===== src/rtl/wrss_div.sv =====
// Restoring divider, one quotient bit per cycle, for the share and remainder at init.
module wrss_div #(
  parameter int INDEX_WIDTH = 32
) (
  input  logic                   clk,
  input  logic                   rst,
  input  logic                   start,
  input  logic [INDEX_WIDTH-1:0] dividend,
  input  logic [4:0]             divisor,
  output logic [INDEX_WIDTH-1:0] quotient,
  output logic [4:0]             remainder,
  output logic                   last
);

  localparam int CW = $clog2(INDEX_WIDTH);

  logic          busy;
  logic [CW-1:0] cnt;
  logic [5:0]    trial;
  logic          ge;

  assign trial = {remainder, quotient[INDEX_WIDTH-1]};
  assign ge    = (trial >= {1'b0, divisor});
  assign last  = busy && (cnt == CW'(INDEX_WIDTH - 1));

  always_ff @(posedge clk) begin
    if (rst) begin
      busy <= 1'b0;
      cnt  <= '0;
    end else if (start) begin
      busy <= 1'b1;
      cnt  <= '0;
    end else if (busy) begin
      cnt <= cnt + 1'b1;
      if (last) busy <= 1'b0;
    end
  end

  always_ff @(posedge clk) begin
    if (start) begin
      quotient  <= dividend;
      remainder <= '0;
    end else if (busy) begin
      quotient  <= {quotient[INDEX_WIDTH-2:0], ge};
      remainder <= ge ? 5'(trial - {1'b0, divisor}) : trial[4:0];
    end
  end

endmodule


===== config.mk =====
export PLATFORM = sky130hd
export DESIGN_NAME = wrss_div
export DESIGN_NICKNAME = d
export VERILOG_FILES = /design/src/rtl/wrss_div.sv
export SDC_FILE = /design/constraint.sdc
export NUM_CORES = 1
export LEC_CHECK = 0
export BUFFER_PORTS_ARGS = -buffer_cell sky130_fd_sc_hd__buf_2
export CAP_MARGIN = 30
export CORE_MARGIN = 8
export CORE_UTILIZATION = 49
export CTS_CLUSTER_DIAMETER = 100
export CTS_CLUSTER_SIZE = 24
export DETAILED_ROUTE_END_ITERATION = 6
export GPL_TIMING_DRIVEN = 1
export PLACE_DENSITY = 0.8
export REMOVE_ABC_BUFFERS = 1
export SYNTH_ARGS = -nofsm -noshare
export SYNTH_HDL_FRONTEND = slang
export SYNTH_SLANG_ARGS = --single-unit

===== constraint.sdc =====
create_clock -name clk -period 2.5 [get_ports clk]
set_clock_uncertainty 0.15 [all_clocks]
set_input_delay 0.25 -clock clk [delete_from_list [all_inputs] [get_ports clk]]
set_output_delay 0.25 -clock clk [all_outputs]
set_load 0.02 [all_outputs]

==> Yosys cells after proc, flatten, opt, wreduce, memory -nomap -nowiden <==
Index checks and enable logic that the tools add are counted.
{ "op_classes": {"add_sub_neg": 2, "magnitude_cmp": 1, "eq_ne": 1, "muxes": 6, "n_reduce_logical": 3} }
{ "ops": {"columns": ["op", "n"], "rows": [
  ["$mux W32", 2],
  ["$ge A6 B5 Y1", 1],
  ["$add A5 B1 Y5 const B", 1],
  ["$eq A5 B5 Y1 const B", 1],
  ["$mux W5", 1],
  ["$sub A5 B5 Y5", 1],
  ["$mux W1", 3],
  ["$reduce_bool A2 Y1", 1],
  ["$reduce_or A2 Y1", 1],
  ["$logic_and A1 B1 Y1", 1]
]} }
{ "totals": {"ff_bits": 43, "wordCells": 17} }

==> Longest topological paths before layout <==
Gate-level depths: netlist of run 1.
{ "logic_depth": {"word_depth": 5, "depth_mapped": 8} }

==> Worst setup path before layout of run 1 <==
No wires, ideal clock.
{ "synth_timing": {"path_type": "register to register", "startpoint": "register quotient[31]", "endpoint": "register remainder[2]", "setup_ns": 0.095, "t_arrival_ns": 2.156, "path_slack_ns": 0.099, "stages_incl_launch_ff": 9, "path_buffers": 0, "period_less_slack_ns": 2.401, "cell_sequence": "edfxtp_1 -> inv_1 -> ha_1 -> inv_1 -> fa_1 -> a211o_1 -> o211a_1 -> or4_1 -> o311ai_1"} }
{ "synth_between": {"elab_chain_cells": 2, "elab_cells_between_ends": 3} }
{ "synth_rtl": {"columns": ["element", "line", "rtl"], "rows": [
  ["from (decl)", "10", "output logic [INDEX_WIDTH-1:0] quotient,"],
  ["from (signal assigned)", "41", "quotient <= dividend;"],
  ["from (signal assigned)", "44", "quotient <= {quotient[INDEX_WIDTH-2:0], ge};"],
  ["$sub A5 B5 Y5 / $ge A6 B5 Y1 (equally long branches)", "45, 23", null],
  ["$mux W5 (*)", "45", "remainder <= ge ? 5'(trial - {1'b0, divisor}) : trial[4:0];"],
  ["to (signal assigned)", "45", null],
  ["to (decl)", "11", "output logic [4:0] remainder,"]
]} }
Every way passes the cells marked *; elsewhere a longest branch is shown, timed or not.
A chain may end at the register's enable or synchronous reset.

==> Worst setup path after layout of run 1 <==
Ends and elaborated chain as after synthesis.

==> results of run 1 <==
==> worst max-delay path: stages (launching register included) <==
cell and delay (ns):
edfxtp_1 0.39, inv_1 0.09, ha_1 0.15, inv_1 0.05
fa_1 0.41, a211o_1 0.29, o211a_1 0.15, or4_1 0.52
o311ai_1 0.10
==> cell type report <==
class	count	area, µm²
Clock buffer	7	86.3
Clock inverter	1	5.00
Fill cell	331	1410
Inverter	8	30.0
Multi-Input combinational cell	95	825
Sequential cell	43	1180
Tap cell	50	62.6
Timing Repair Buffer	81	428
==> routing by layer <==
| layer | global-route usage, % | vias up | part of all wire (%) |
|---|---|---|---|
| met3 | 7.28 | 2 | 9.4 |
| met1 | 15.5 | 722 | 41 |
| met2 | 23.6 | 49 | 49 |
| met5 | 0 | - | 0 |
| met4 | 4.29 | 0 | 0.31 |
| li1 | - | 740 | - |
==> through the flow <==
stage / std cells / util, %
floorplan: 146 / -
global placement: 277 / 62.7
detailed placement: 277 / 62.7
CTS: 285 / 65.0
global route: 285 / 65.0
finish: 285 / 65.0
==> sequential cells by signal (all words and copies together), names as in the netlist <==
signal / cells
remainder: 5
busy: 1
cnt: 5
quotient: 32
==> worst paths after layout <==
kind | to | slack (ns) | cells past startpoint | start
worst min-delay path | busy | 0.05 | 2 | rst
worst min register to register | cnt[4] | 0.39 | 2 | cnt[4]
worst max-delay path | remainder[2] | 0.11 | 8 | quotient[31]
worst max register to register | remainder[2] | 0.11 | 8 | quotient[31]
==> kinds of logic after synthesis <==
| group | count (synthesis) | share of synthesized area (%) |
|---|---|---|
| compound gates | 21 | 7.33 |
| xor+xnor | 5 | 2.12 |
| fa+ha+maj | 8 | 5.21 |
| buf+inv | 15 | 2.85 |
| flops | 43 | 57.2 |
| mux | 33 | 17.9 |
| simple gates | 28 | 7.40 |
==> cell usage in the layout, fill, tap and decap left out, types with 2 or more instances in the layout <==
cell      instances
a211o_1           2
a211oi_1          2
a21oi_1           6
a311oi_1          2
buf_2            77
buf_4             3
clkbuf_8          6
dfxtp_1          11
edfxtp_1         32
ha_1              7
inv_1             8
mux2_2           31
mux2i_1           2
nand2_1           5
nor2_1            5
nor3_1            6
xnor2_1           3
xor2_1            2
==> power groups by stage <==
stage | combinational [W] | sequential [W] | clock, W
6_report | 0.000366 | 0.000884 | 0.000447
5_1_grt | 0.000397 | 0.000895 | 0.000492
4_1_cts | 0.000371 | 0.000886 | 0.000461
3_5_place_dp | 0.000371 | 0.000899 | 0
3_3_place_gp | 0.000364 | 0.000898 | 0
2_1_floorplan | 0.000142 | 0.000979 | 0
==> reports/metrics.csv, run 1 <==
stage;metric;value;unit
run_status;status;completed;
global_routing;antenna_found_initial;0;
placed_design;place_hpwl;3510;µm
detailed_routing;antenna_left;0;
flow_run;drv_cap;0;
sta;hold_viol;0;
setup_path;path_class;reg2reg;
setup_path;startpoint_type;flop;
power_and_ir_drop;p_sw_share;27.6;%
setup_path;crit_path_max_fanout;4;
power_and_ir_drop;p_int;0.00123;W
synth;seq_area_frac_synth;57.2;%
sta;whs;0.0549;ns
synth;synthCells;153;
synth;ys_types;40;
clock_network;cts_max_path_buffers;2;
finish;n_antenna_cell;0;
setup_path;arrival;2.43;ns
placed_design;routabilityCongestion;0.886;
clock_network;htreeDepth;2;
power_and_ir_drop;pwr-share-seq;52.1;%
synth;ys_top_cells_by_area;edfxtp_1 47%, mux2_2 17%, dfxtp_1 11%;
power_and_ir_drop;p_leak;1.16;nW
setup_path;cp_data_required_time;2.55;ns
power_and_ir_drop;ir_drop;0.417;mV
sta;setup_viol;0;
placed_design;numPortBuffers;77;
clock_network;clkTransAtPathRegs;0.08;ns
synth;synthTopCellsByCount;32 x edfxtp_1, 31 x mux2_2, 11 x dfxtp_1, 8 x inv_1, 7 x ha_1;
die;die_h;80.9;µm
sta;slew_violations;0;
global_routing;grt_pass1_vias;1642;
clock_network;cts.sinks;43;
clock_network;hold_buffers;0;
clock_network;cts_root_buf;clkbuf_8;
detailed_routing;wl_per_cell;15.8;µm
die;core_area;4030;µm²
sta;fmax;0.419;GHz
placed_design;post-place-ws;0.126;ns
die;initial_core_util;51.2;%
synth;synth-edff-count;32;
synth;synth_area_per_cell;13.5;µm²
die;rows;23;
detailed_routing;wirelength;4500;µm
detailed_routing;via_per_inst;5.31;
synth;synth_top_area_share;46.5;%
sta;layout_setup_ws;0.114;ns
power_and_ir_drop;p_total;0.00170;W
clock_network;cts_made_buffers;5;
global_routing;grt_pass1_wl;7330;µm
sta;tns;0;ns
finish;final_nets;282;
power_and_ir_drop;p_switching;0.000468;W
sta;worstMarginPinSlew;0.500;ns
detailed_routing;initialDrtViolationCount;108;
placed_design;place_area;2530;µm²
synth;netlist_area;2060;µm²
power_and_ir_drop;combPwrFrac;21.6;%
sta;relSlewSlack;66.7;%
finish;syn_to_final_growth;26.8;%
synth;yosysTopAreaCell;edfxtp_1;
detailed_routing;drc;0;
setup_path;end_kind;flop;
global_routing;grt_use_total;14.2;%
detailed_routing;routed-via-count;1513;
synth;yosys_warnings;0;
clock_network;worstSkewPairLatency;0.29;ns
synth;yosysMostFrequentCell;edfxtp_1;
finish;final_area;2620;µm²
sta;rsz0062_at_grt;false;
clock_network;ctsResizeCount;0;
synth;synth_ff_type;edfxtp_1;
die;die_w;80.9;µm
power_and_ir_drop;powerDensity;648;nW/µm²
die;dieArea;6550;µm²
clock_network;cts_setup_buffers;0;
sta;period_share;95.4;%
global_routing;grt_start_max_net_pins;27;
detailed_routing;drtPass1Iterations;4;
clock_network;cts_tree;done;
power_and_ir_drop;pwr-share-clk;26.3;%
global_routing;overflow;0;
die;ios;78;
sta;fin_crit;2.39;ns
synth;synthArstFlopShare;0;%
finish;drive_gt1_share;52.3;%
hold_path;min_path_type;in2reg;
synth;synth-seq-cells;43;
No activity file was read; power rests on OpenSTA's default activity.
==> run 2, diff against run 1 <==
CORE_UTILIZATION = 51   (was 49)
CTS_BUF_LIST = sky130_fd_sc_hd__clkbuf_4 sky130_fd_sc_hd__clkbuf_8   (was default)
PLACE_DENSITY = 0.83   (was 0.8)
SETUP_SLACK_MARGIN = 0.4   (was default)
==> run 2 against run 1 <==
Against the previous run:
- setup slack better by 0.19 ns
- flip-flop and latch count unchanged
- critical path depth up 1
- critical path type unchanged
- highest routed layer unchanged
- sequential power about the same
- count of clock-buffer cells in the layout is the same
==> reports/metrics.csv, run 2 (synthesis gave the netlist of run 1 again) <==
stage;metric;value;unit
die;die_w;79.6;µm
placed_design;numPortBuffers;77;
power_and_ir_drop;p_leak;1.19;nW
finish;n_antenna_cell;0;
clock_network;clkTransAtPathRegs;0.08;ns
power_and_ir_drop;powerDensity;645;nW/µm²
finish;final_nets;287;
finish;drive_gt1_share;56.3;%
sta;setup_viol;0;
sta;slew_violations;0;
sta;relSlewSlack;66.3;%
clock_network;cts_max_path_buffers;2;
hold_path;holdPathStages;2;
die;die_h;79.6;µm
detailed_routing;drtPass1Iterations;4;
sta;tns;0;ns
setup_path;crit_path_max_fanout;3;
detailed_routing;antenna_left;0;
sta;period_share;88.0;%
hold_path;min_path_type;in2reg;
global_routing;grt_pass1_vias;1700;
detailed_routing;initialDrtViolationCount;85;
detailed_routing;routed-via-count;1560;
setup_path;end_kind;flop;
clock_network;htreeDepth;2;
setup_path;path_class;reg2reg;
power_and_ir_drop;combPwrFrac;22.9;%
global_routing;grt_pass1_wl;7760;µm
finish;syn_to_final_growth;30.7;%
hold_path;min_from;rst;
global_routing;overflow;0;
die;initial_core_util;52.4;%
power_and_ir_drop;p_switching;0.000482;W
placed_design;routabilityCongestion;0.849;
clock_network;cts_root_buf;clkbuf_8;
sta;fin_crit;2.20;ns
setup_path;arrival;2.09;ns
run_status;status;completed;
clock_network;worstSkewPairLatency;0.29;ns
finish;utilization;68.5;%
setup_path;timing.rr.start;quotient[31];
global_routing;antenna_found_initial;0;
clock_network;hold_buffers;0;
power_and_ir_drop;ir_drop;0.368;mV
detailed_routing;via_per_inst;5.38;
die;dieArea;6340;µm²
sta;rsz0062_at_grt;true;
power_and_ir_drop;p_total;0.00174;W
power_and_ir_drop;p_int;0.00126;W
finish;final_cell_mix;77 x buf_2, 32 x edfxtp_1, 31 x mux2_2;
sta;layout_setup_ws;0.300;ns
clock_network;cts_tree;done;
global_routing;grt_start_max_net_pins;33;
die;rows;23;
die;ios;78;
sta;worstMarginPinSlew;0.503;ns
setup_path;r2r_cells;9;
finish;top_register;quotient;
die;core_area;3940;µm²
placed_design;place_hpwl;3380;µm
power_and_ir_drop;p_sw_share;27.7;%
finish;final_common_cell;buf_2;
power_and_ir_drop;pwr-share-seq;50.8;%
global_routing;grt_use_total;15.4;%
finish;largest_register_ffs;32;
finish;reg_top3;quotient (32), cnt (5), remainder (5);
flow_run;drv_cap;0;
clock_network;cts_made_buffers;5;
setup_path;cp_data_required_time;2.39;ns
setup_path;r2r_setup_slack;0.30;ns
hold_path;min_to;cnt[0];
clock_network;cts.sinks;43;
detailed_routing;wl_per_cell;16.2;µm
sta;hold_viol;0;
power_and_ir_drop;pwr-share-clk;26.3;%
placed_design;post-place-ws;0.150;ns
setup_path;reg2reg_to;quotient[0];
sta;fmax;0.454;GHz
detailed_routing;drc;0;
setup_path;startpoint_type;flop;
detailed_routing;wirelength;4690;µm
run 2: cell count changes in the layout (fill, tap and decap cells not counted), sizes merged:
cell and delta:
buf +5
run 2: layer usage:
layer	part of all wire [%]	track usage, %	vias up
li1	-	-	750
met2	48	24.6	64
met5	0	0	-
met1	41	17.4	741
met4	0.98	4.63	0
met3	10	7.77	5
run 2: worst max-delay path by stage:
stage,start,to,slack (ns)
3_5_place_dp,quotient[31],remainder[2],0.15
5_1_grt,quotient[31],remainder[2],0.22
6_report,quotient[31],quotient[0],0.30
2_1_floorplan,quotient[31],remainder[2],0.1
3_3_place_gp,quotient[31],remainder[2],0.21
4_1_cts,quotient[31],remainder[2],0.30
run 2: worst max-delay path: stages, from the launching register on:
cell and delay, ns:
edfxtp_1 0.40, inv_2 0.10, ha_4 0.14, inv_2 0.04, fa_2 0.38, a211o_1 0.28, o211a_1 0.13, buf_4 0.16
nor3_4 0.10, a21oi_1 0.07
run 2: power by group through the flow:
| stage | clock, W | sequential (W) | combinational [W] |
|---|---|---|---|
| 2_1_floorplan | 0 | 0.000979 | 0.000142 |
| 3_3_place_gp | 0 | 0.000898 | 0.000364 |
| 3_5_place_dp | 0 | 0.000898 | 0.000371 |
| 4_1_cts | 0.000472 | 0.000885 | 0.000389 |
| 5_1_grt | 0.000492 | 0.000894 | 0.000431 |
| 6_report | 0.000457 | 0.000884 | 0.000399 |
run 2: repair_timing:
item                                    in CTS  in global routing
endpoints found under the setup margin       6                  6
setup buffers                                2                  3
gates resized for setup                      9                  2
pin swaps                                    9                  2
run 2: layout make-up:
type,instances,area [µm²]
fill,309,1240
sequential,43,1180
multi-input combinational,95,866
timing repair buffer,86,465
clock buffer,7,90.1
tap,50,62.6
inverter,8,30.0
clock inverter,1,3.75
run 2: stage by stage:
step	hold WS [ns]	instances	cell area, µm²
after floorplan	0.172	146	2040
after global placement	0.351	277	2530
after detailed placement	0.353	277	2530
after CTS	0.0334	287	2660
after global routing	0.0491	290	2700
final	0.0438	290	2700
