<file path="src/rtl/wrss_pkg.sv">
// Shared types and codes for the work range stealing scheduler.
package wrss_pkg;

  typedef enum logic [2:0] {
    REQ_INIT     = 3'd0,
    REQ_NEXT     = 3'd1,
    REQ_STEAL    = 3'd2,
    REQ_RST_ENDS = 3'd3,
    REQ_RST_POS  = 3'd4,
    REQ_READ     = 3'd5
  } req_t;

  typedef enum logic [2:0] {
    CELL_IDLE,
    CELL_NEXT,
    CELL_RST_ENDS,
    CELL_RST_POS,
    CELL_INIT,
    CELL_STEAL
  } cell_op_t;

  typedef enum logic [2:0] {
    ST_IDLE,
    ST_EXEC,
    ST_DIV,
    ST_WAVE,
    ST_FINISH
  } state_t;

  // Broadcast from the sequencer to every cell.
  typedef struct packed {
    cell_op_t    op;
    logic [3:0]  wid;
    logic [4:0]  n;
    logic [4:0]  extra;
    logic        take;
  } cell_ctrl_t;

  localparam int APB_DATA_W = 32;
  localparam int APB_ADDR_W = 3;
  localparam int S_DATA_W   = 8;
  localparam int M_DATA_W   = 40;

endpackage

</file>
<file path="src/rtl/wrss_cell.sv">
// One worker cell: position, base end and working end, chained to its left neighbor.
module wrss_cell #(
  parameter int IDX         = 0,
  parameter int INDEX_WIDTH = 32
) (
  input  logic                    clk,
  input  logic                    rst,
  input  wrss_pkg::cell_ctrl_t    ctrl,
  input  logic [INDEX_WIDTH-1:0]  share,
  input  logic [INDEX_WIDTH-1:0]  take,
  input  logic [INDEX_WIDTH-1:0]  prev_base,
  input  logic                    tok_in,
  output logic                    tok,
  output logic                    hit,
  output logic [INDEX_WIDTH-1:0]  base,
  output logic [INDEX_WIDTH-1:0]  wend,
  output logic [INDEX_WIDTH-1:0]  pos
);

  logic                   sel;
  logic                   active;
  logic [INDEX_WIDTH:0]   pos_inc;
  logic [INDEX_WIDTH-1:0] new_base;

  assign sel      = (int'(ctrl.wid) == IDX);
  assign active   = (IDX < int'(ctrl.n));
  assign pos_inc  = {1'b0, pos} + 1'b1;
  // at least two items left: pos + 1 < end, no wrap
  assign hit      = tok && (ctrl.op == wrss_pkg::CELL_STEAL) && (IDX > int'(ctrl.wid))
                    && active && (pos_inc < {1'b0, wend});
  assign new_base = prev_base + share + INDEX_WIDTH'(IDX < int'(ctrl.extra));

  always_ff @(posedge clk) begin
    if (rst) begin
      tok  <= 1'b0;
      base <= '0;
      wend <= '0;
      pos  <= '0;
    end else begin
      tok <= tok_in;
      case (ctrl.op)
        wrss_pkg::CELL_NEXT: begin
          if (sel) pos <= pos_inc[INDEX_WIDTH-1:0];
        end
        wrss_pkg::CELL_RST_ENDS: begin
          wend <= base;
        end
        wrss_pkg::CELL_RST_POS: begin
          if (active) pos <= prev_base;
        end
        wrss_pkg::CELL_INIT: begin
          if (tok) begin
            if (active) begin
              base <= new_base;
              wend <= new_base;
              pos  <= prev_base;
            end else begin
              base <= '0;
              wend <= '0;
              pos  <= '0;
            end
          end
        end
        wrss_pkg::CELL_STEAL: begin
          if (ctrl.take && hit) wend <= wend - 1'b1;
          if (ctrl.take && sel) pos <= take;
        end
        default: ;
      endcase
    end
  end

endmodule

</file>
<file path="config.mk">
export PLATFORM = sky130hd
export DESIGN_NAME = wrss_cell
export DESIGN_NICKNAME = d
export VERILOG_FILES = /design/src/rtl/wrss_pkg.sv /design/src/rtl/wrss_cell.sv
export SDC_FILE = /design/constraint.sdc
export NUM_CORES = 1
export LEC_CHECK = 0
export ABC_CLOCK_PERIOD_IN_PS = 8500
export BUFFER_PORTS_ARGS = -buffer_cell sky130_fd_sc_hd__buf_2
export CAP_MARGIN = 20
export CORE_MARGIN = 2
export CORE_UTILIZATION = 35
export CTS_CLUSTER_SIZE = 20
export DETAILED_ROUTE_END_ITERATION = 10
export PLACE_DENSITY_LB_ADDON = 0.1
export REMOVE_ABC_BUFFERS = 1
export SYNTH_ARGS = -nofsm -noshare
export SYNTH_HDL_FRONTEND = slang
export SYNTH_SLANG_ARGS = --single-unit
</file>
<file path="constraint.sdc">
create_clock -name clk -period 8.5 [get_ports clk]
set_input_delay 1.275 -clock clk [delete_from_list [all_inputs] [get_ports clk]]
set_output_delay 1.275 -clock clk [all_outputs]
set_load 0.005 [all_outputs]
</file>
Word level (Yosys, flattened, before mapping)
Cells that the tools add are included.
{"block": "op_classes", "addsub": 3, "mul": 0, "div": 0, "order_cmp": 2, "eq_ne": 9, "n_shift": 0, "muxes": 9, "bitwise_logic": 0, "reduce_logical": 7}
{"operator": "2-to-1 mux 32 bit", "count": 7}
{"operator": "case mux 32 bit (4 select lines)", "count": 1}
{"operator": "case mux 32 bit (2 select lines)", "count": 1}
{"operator": "adder 32 x 1 -> 32 bit", "count": 1}
{"operator": "adder 32 x 1 -> 32 bit, second input constant", "count": 1}
{"operator": "adder 32 bit", "count": 1}
{"operator": "< comparator 1 x 5 -> 1 bit, first input constant", "count": 2}
{"operator": "equality test 3 x 2 -> 1 bit, second input constant", "count": 2}
{"operator": "equality test 3 bit, second input constant", "count": 2}
{"operator": "inequality test 2 bit, second input constant", "count": 3}
{"operator": "AND reduction 5 bit", "count": 1}
{"operator": "logical NOT 4 bit", "count": 1}
{"operator": "AND reduction 2 bit", "count": 2}
{"operator": "nonzero test 4 bit", "count": 1}
{"operator": "equality test 3 x 1 -> 1 bit, second input constant", "count": 1}
{"operator": "inequality test 2 x 1 -> 1 bit, second input constant", "count": 1}
{"operator": "nonzero test 2 bit", "count": 1}
{"operator": "logical AND 1 bit", "count": 1}
{"block": "word_totals", "reg_bits": 97, "latchBits": 0, "ram_bits": 0, "romBits": 0, "in_bits": 117, "out_inout_bits": 98, "elab_cells": 34, "memories": 0}

Logic depth before layout (Yosys ltp)
Gate-level depths: netlist of the first run.
{"block": "depth", "word_depth": 5, "mapped_depth": 13, "ltp_nobuf": 13}

Least setup slack after synthesis of the first run
No wires, ideal clock.
{"block": "synth_path", "kind": "input to register", "start": "input port ctrl[2] (netlist bit)", "end": "register wend[28]", "setup_ps": 130, "arrival_time_ps": 3777, "t_required_ps": 8370, "path_slack_ps": 4592, "path_stages": 13, "path_buffers": 0, "cell_sequence": "or4_1 nor2_1 fa_1 fa_1 nand2b_1 a21oi_2 o2111ai_1 a31oi_1 a21oi_1 o41ai_2 xor2_1 a221oi_1 nor3_2"}
{"block": "synth_via", "elab_chain_cells": 5}
{"element": "start: declaration", "line": "wrss_cell.sv:8", "rtl": "input wrss_pkg::cell_ctrl_t ctrl,"}
{"element": "< comparator 1 x 5 -> 1 bit", "line": "wrss_cell.sv:31", "rtl": "assign new_base = prev_base + share + INDEX_WIDTH'(IDX < int'(ctrl.extra));"}
{"element": "adder 32 x 1 -> 32 bit", "line": "wrss_cell.sv:31"}
{"element": "2-to-1 mux 32 bit", "line": "wrss_cell.sv:53", "rtl": "if (active) begin"}
{"element": "2-to-1 mux 32 bit", "line": "wrss_cell.sv:52", "rtl": "if (tok) begin"}
{"element": "case mux 32 bit (2 select lines)", "line": "wrss_cell.sv:41", "rtl": "case (ctrl.op)"}
{"element": "end signal: assignment", "line": "wrss_cell.sv:46", "rtl": "wend <= base;"}
{"element": "end signal: assignment", "line": "wrss_cell.sv:55", "rtl": "wend <= new_base;"}
{"element": "end signal: assignment", "line": "wrss_cell.sv:65", "rtl": "if (ctrl.take && hit) wend <= wend - 1'b1;"}
{"element": "end: declaration", "line": "wrss_cell.sv:16", "rtl": "output logic [INDEX_WIDTH-1:0] wend,"}
No other way between the ends. The select of a mux whose other input is x is not followed.
A chain may end at the register's enable or synchronous reset.

Final worst setup path of the first run
{"block": "layout_path", "start": "input port ctrl[4] (netlist bit)", "end": "register wend[28]"}
Same word-level chain as after synthesis.

==> results of run 1 <==
==> placed cells by master, fill, tap and decap left out, drive strengths merged, types with 6 or more instances in the layout <==
cell,n
nand4,7
o211ai,6
nand2b,7
a222oi,7
nand3,37
clkbuf,11
nand2,77
nor3,50
a221oi,32
a21oi,82
xnor2,15
a21o,15
xor2,16
a211oi,28
inv,21
ha,31
and3,15
nor2,120
dfxtp,97
a31oi,12
o21ai,45
a22oi,10
buf,224
==> per-stage QoR <==
step | worst slack [ns] | cells | utilization, %
2_1_floorplan | 4.07 | 791 | -
3_3_place_gp | 4.23 | 1244 | 42.4
3_5_place_dp | 4.18 | 1244 | 42.4
4_1_cts | 4.55 | 1260 | 44.1
5_1_grt | 4.30 | 1261 | 44.1
6_report | 4.54 | 1261 | 44.1
==> flip-flops by register name, indices dropped and copies added, names as in the netlist <==
name  count
tok       1
wend     32
pos      32
base     32
==> cell type report <==
class                      count  area share (%)
clock buffer                  11            3.07
sequential                    97            24.6
clock inverter                 5           0.761
tap                          229            3.63
inverter                      19           0.903
timing repair buffer         224            14.5
antenna                        1          0.0317
multi-input combinational    675            52.5
==> report_power, final <==
part,switching (uW),total [uW],internal [uW]
Sequential,15.8,488,472
Clock,193,431,239
Combinational,185,307,122
==> final timing paths <==
check	start	endpoint	slack, ns
worst max register to register	tok	pos[25]	5.98
worst min register to register	base[3]	base[3]	0.47
worst min-delay path	base[3]	base[3]	0.47
worst max-delay path	ctrl[4]	wend[28]	4.54
==> metal layers <==
layer	part of all wire, %	routed length [um]
met5	0.094	21
met1	49	10800
met4	1.4	320
met3	6.8	1530
met2	43	9570
==> cells by family (layout without fill, tap and decap cells) <==
| logic type | Yosys count | after routing | share of synthesized area [%] |
|---|---|---|---|
| AO/OA/AOI/OAI | 280 | 280 | 30.6 |
| XOR/XNOR | 31 | 31 | 4.27 |
| adder cells (fa/ha/maj) | 33 | 33 | 6.73 |
| buffers and inverters | 73 | 259 | 4.51 |
| flip-flops | 97 | 97 | 30.5 |
| other | 1 | 2 | 0.0590 |
| AND/OR/NAND/NOR | 330 | 330 | 23.4 |
==> worst max-delay path, stage by stage <==
cell       delay, ns
buf_2           0.07
or4_1           0.09
nor2_1          0.04
fa_1            0.39
fa_1            0.40
nand2b_1        0.18
a21oi_2         0.23
o2111ai_1       0.18
a31oi_1         0.26
a21oi_1         0.14
o41ai_2         0.37
xor2_1          0.13
a221oi_1        0.32
nor3_2          0.07
==> impl_metrics.tcl, run 1 <==
set metrics [dict create \
    status "finished clean" \
    post_cts_buffers 0 \
    wirelength_mm 22.3 \
    floorplan.rows 49 \
    gp_congestion 0.867 \
    endpoint_kind "flop" \
    fmax_ghz 0.252 \
    cts_made_buffers 9 \
    io_buffers 213 \
    grt_pass1_wl_mm 34.5 \
    grt-busiest-layer "met1" \
    hold_viol 0 \
    power_density_nw_per_um2 155 \
    syn_avg_cell_area_sq_um 7.53 \
    area_growth_pct 24.1 \
    fin_crit_ns 3.96 \
    die_area_sq_um 19300 \
    yosysTopAreaCell "dfxtp_1" \
    drcViolationCount 0 \
    drt-pass1-iter-count 5 \
    grt_overflow 0 \
    yosysUniqueCellTypes 61 \
    placed_cell_area_sq_um 7590 \
    skew_ns 0.00775 \
    fillers 1881 \
    core_area_sq_um 17900 \
    multiInputGateArea_sq_um 4140 \
    fin_crit_sh_pct 46.6 \
    setup_tns_ns 0 \
    synth_edf_count 0 \
    grtUsageMet1_pct 33.3 \
    synth-seq-area-share_pct 30.5 \
    whs_path_depth 2 \
    clk_path_buf_depth 2 \
    cap_violations 0 \
    synthTopCellsByArea "dfxtp_1 31%, nor2_1 7.1%, a21oi_1 6.1%, ha_1 6.1%, nand2_1 4.5%" \
    path_clk_slew_ns 0.07 \
    netlist_area_sq_um 6360 \
    clk_latency_ns 0.35 \
    setup_viol 0 \
    crit_required_ns 8.71 \
    p_total_uw 1230 \
    syn_inst 845 \
    reg2regPathDepth 8 \
    num_vias 7023 \
    wl_per_cell_um 17.7 \
    ys_seq_elements 97 \
    drtIter0Drc 531 \
    hold_class "reg2reg" \
    synth.top_cell.area_share_pct 30.5 \
    cts.htree.levels 3 \
    final_antenna_net_count 0 \
    grt_max_degree 71 \
    finalMaxSlewViolations 0 \
    startpoint_type "primary input" \
    synthArstFlopShare_pct 0 \
    synth_most_common_cell "nor2_1" \
    cts-resized-gates 0 \
    rsz0062_at_grt "no" \
    drive_above_1_share_pct 25.3 \
    tightest_slew_ns 1.14 \
    die_y_um 139 \
    synthTopCellsByCount "120 x nor2_1, 97 x dfxtp_1, 78 x a21oi_1" \
    cts_hold_buf 0 \
    cts_tree "done" \
    slew_headroom_pct 24.0 \
    first_global_vias 6238 \
    synth_ff_type "dfxtp_1" \
    die_w_um 139 \
    area.sequential_sq_um 1940 \
    crit_fanout 4 \
    path_class "in2reg" \
    whs_ns 0.470 \
    floorplan.initialDensity_pct 35.5 \
    grt_usage_pct 22.0 \
    critPathArrivalTime_ns 4.18 \
    pin_count 215 \
    power_leakage_uw 0.00345 \
    fin_area_sq_um 7900 \
    layout.nets 1176 \
    grtUsageMet2_pct 31.9 \
    hpwl_mm 16.4 \
    cts-root-buf "clkbuf_16" \
    antenna_found_initial 3 \
    grt.met3_usage_pct 3.83 \
    clock_sinks 97 \
    peakVddDrop_mv 0.0908 \
    ys_warn_count 0 \
    vias_per_cell 5.57 \
]
Note: power is estimated with default switching activity, not from simulation.
==> run 2, diff against run 1 <==
- ABC_CLOCK_PERIOD_IN_PS: 8500 -> 3900
- clock period: 8.5 -> 3.9 ns (I/O delays scaled with it)
==> run 2 against run 1 <==
  * Global-route usage increased by 0.53 points
  * Total power grew 120%
  * Sequential share of layout area decreased by 0.20 points
  * Largest cell class unchanged
  * Highest routed layer is now met4
==> impl_metrics.tcl, run 2 (synthesis gave the netlist of run 1 again) <==
set metrics [dict create \
    setup_slack_ns 0.626 \
    clk_path_buf_depth 2 \
    combinationalPowerShare_pct 25.2 \
    drive_above_1_share_pct 25.9 \
    final_common_cell "buf_2" \
    post_cts_buffers 0 \
    fin_area_sq_um 7960 \
    cts.htree.levels 3 \
    cts-resized-gates 0 \
    area_growth_pct 25.2 \
    intPower_uw 1800 \
    hold_class "in2reg" \
    tightest_slew_ns 1.04 \
    crit_fanout 4 \
    area.sequential_sq_um 1940 \
    floorplan.initialDensity_pct 35.5 \
    fmax_ghz 0.305 \
    startpoint_type "primary input" \
    placed_cell_area_sq_um 7660 \
    die_area_sq_um 19300 \
    multiInputGateArea_sq_um 4140 \
    skew_ns 0.00916 \
    gp_congestion 0.857 \
    path_clk_slew_ns 0.07 \
    cts_tree "done" \
    num_vias 7031 \
    final_antenna_net_count 0 \
    wirelength_mm 22.5 \
    cts-root-buf "clkbuf_16" \
    clockPowerShare_pct 35.0 \
    pwr-share-seq_pct 39.8 \
    grt_overflow 0 \
    reg_top3 "base: 32 flops, pos: 32 flops, wend: 32 flops" \
    fin_crit_sh_pct 83.9 \
    rsz0062_at_grt "no" \
    cap_violations 0 \
    power_leakage_uw 0.00349 \
    layout_common_cells "213 x buf_2, 119 x nor2_1, 97 x dfxtp_1" \
    power_switching_uw 869 \
    pin_count 215 \
    grt_max_degree 35 \
    drcViolationCount 0 \
    first_global_vias 6464 \
    fin_crit_ns 3.27 \
    whs_ns 0.440 \
    fillers 1889 \
    setup_tns_ns 0 \
    hold_viol 0 \
    crit_required_ns 4.11 \
    wl_per_cell_um 17.7 \
    core_area_sq_um 17900 \
    floorplan.rows 49 \
    vias_per_cell 5.53 \
    slew_headroom_pct 30.7 \
    cts_hold_buf 0 \
    cts_made_buffers 9 \
    endpoint_kind "flop" \
    hpwl_mm 17.2 \
    place_ws_ns 0.256 \
    clock_sinks 97 \
    drt-pass1-iter-count 5 \
    finalMaxSlewViolations 0 \
    p_sw_share_pct 32.5 \
    power_density_nw_per_um2 335 \
    setup_viol 0 \
    grt_usage_pct 22.5 \
    clk_latency_ns 0.35 \
    die_y_um 139 \
    grt_pass1_wl_mm 35.3 \
    peakVddDrop_mv 0.207 \
    drtIter0Drc 509 \
    io_buffers 213 \
    layout.nets 1185 \
    critPathArrivalTime_ns 3.48 \
    antenna_found_initial 4 \
    path_class "in2reg" \
    die_w_um 139 \
    status "finished clean" \
]
## run 2: cell count changes in the layout (fill, tap and decap cells not counted)
cell,previous run,this run
diode_2,1,4
clkinv_2,1,0
buf_4,11,20
clkinv_4,0,1
clkbuf_8,1,0
## run 2: worst max-delay path: stages
cell       delay, ns
buf_2           0.08
or4_1           0.09
nor2_1          0.04
fa_1            0.39
fa_1            0.40
nand2b_1        0.18
a21oi_2         0.22
o2111ai_1       0.18
a31oi_1         0.27
a21oi_1         0.14
o41ai_2         0.35
xor2_1          0.14
a221oi_1        0.34
nor3_2          0.08
## run 2: final cells by class
| type | instances | area share (%) |
|---|---|---|
| clock inverter | 5 | 0.802 |
| multi-input combinational | 675 | 52.0 |
| clock buffer | 10 | 2.88 |
| antenna | 4 | 0.126 |
| timing repair buffer | 233 | 15.3 |
| sequential | 97 | 24.4 |
| tap | 229 | 3.60 |
| inverter | 19 | 0.896 |
## run 2: metrics by stage
step	power, uW	std cells	utilization (%)
final	2670	1272	44.5
after global routing	2810	1270	44.4
after CTS	2700	1268	44.4
after detailed placement	1760	1253	42.8
after global placement	1750	1253	42.8
after floorplan	1490	791	-
## run 2: power by group through the flow
stage | sequential (uW) | combinational [uW] | clock (uW)
floorplan | 1080 | 404 | 0
global placement | 1090 | 668 | 0
detailed placement | 1090 | 669 | 0
CTS | 1060 | 672 | 960
global route | 1070 | 747 | 991
finish | 1060 | 672 | 935
## run 2: layer usage
metal / up-vias / part of all wire, % / GRT usage [%]
met5: - / 0 / 0
met4: 0 / 2.2 / 7.50
met3: 38 / 6.2 / 3.80
met2: 232 / 43 / 33.7
met1: 3235 / 48 / 32.9
li1: 3526 / - / -
## run 2: path summary, 6_finish.rpt
check	start	endpoint	slack, ns	cells after the start
setup / recovery	ctrl[2]	wend[28]	0.63	14
hold / removal	tok_in	tok	0.44	2
setup reg to reg	pos[0]	pos[30]	1.56	8
hold reg to reg	base[8]	base[8]	0.47	2
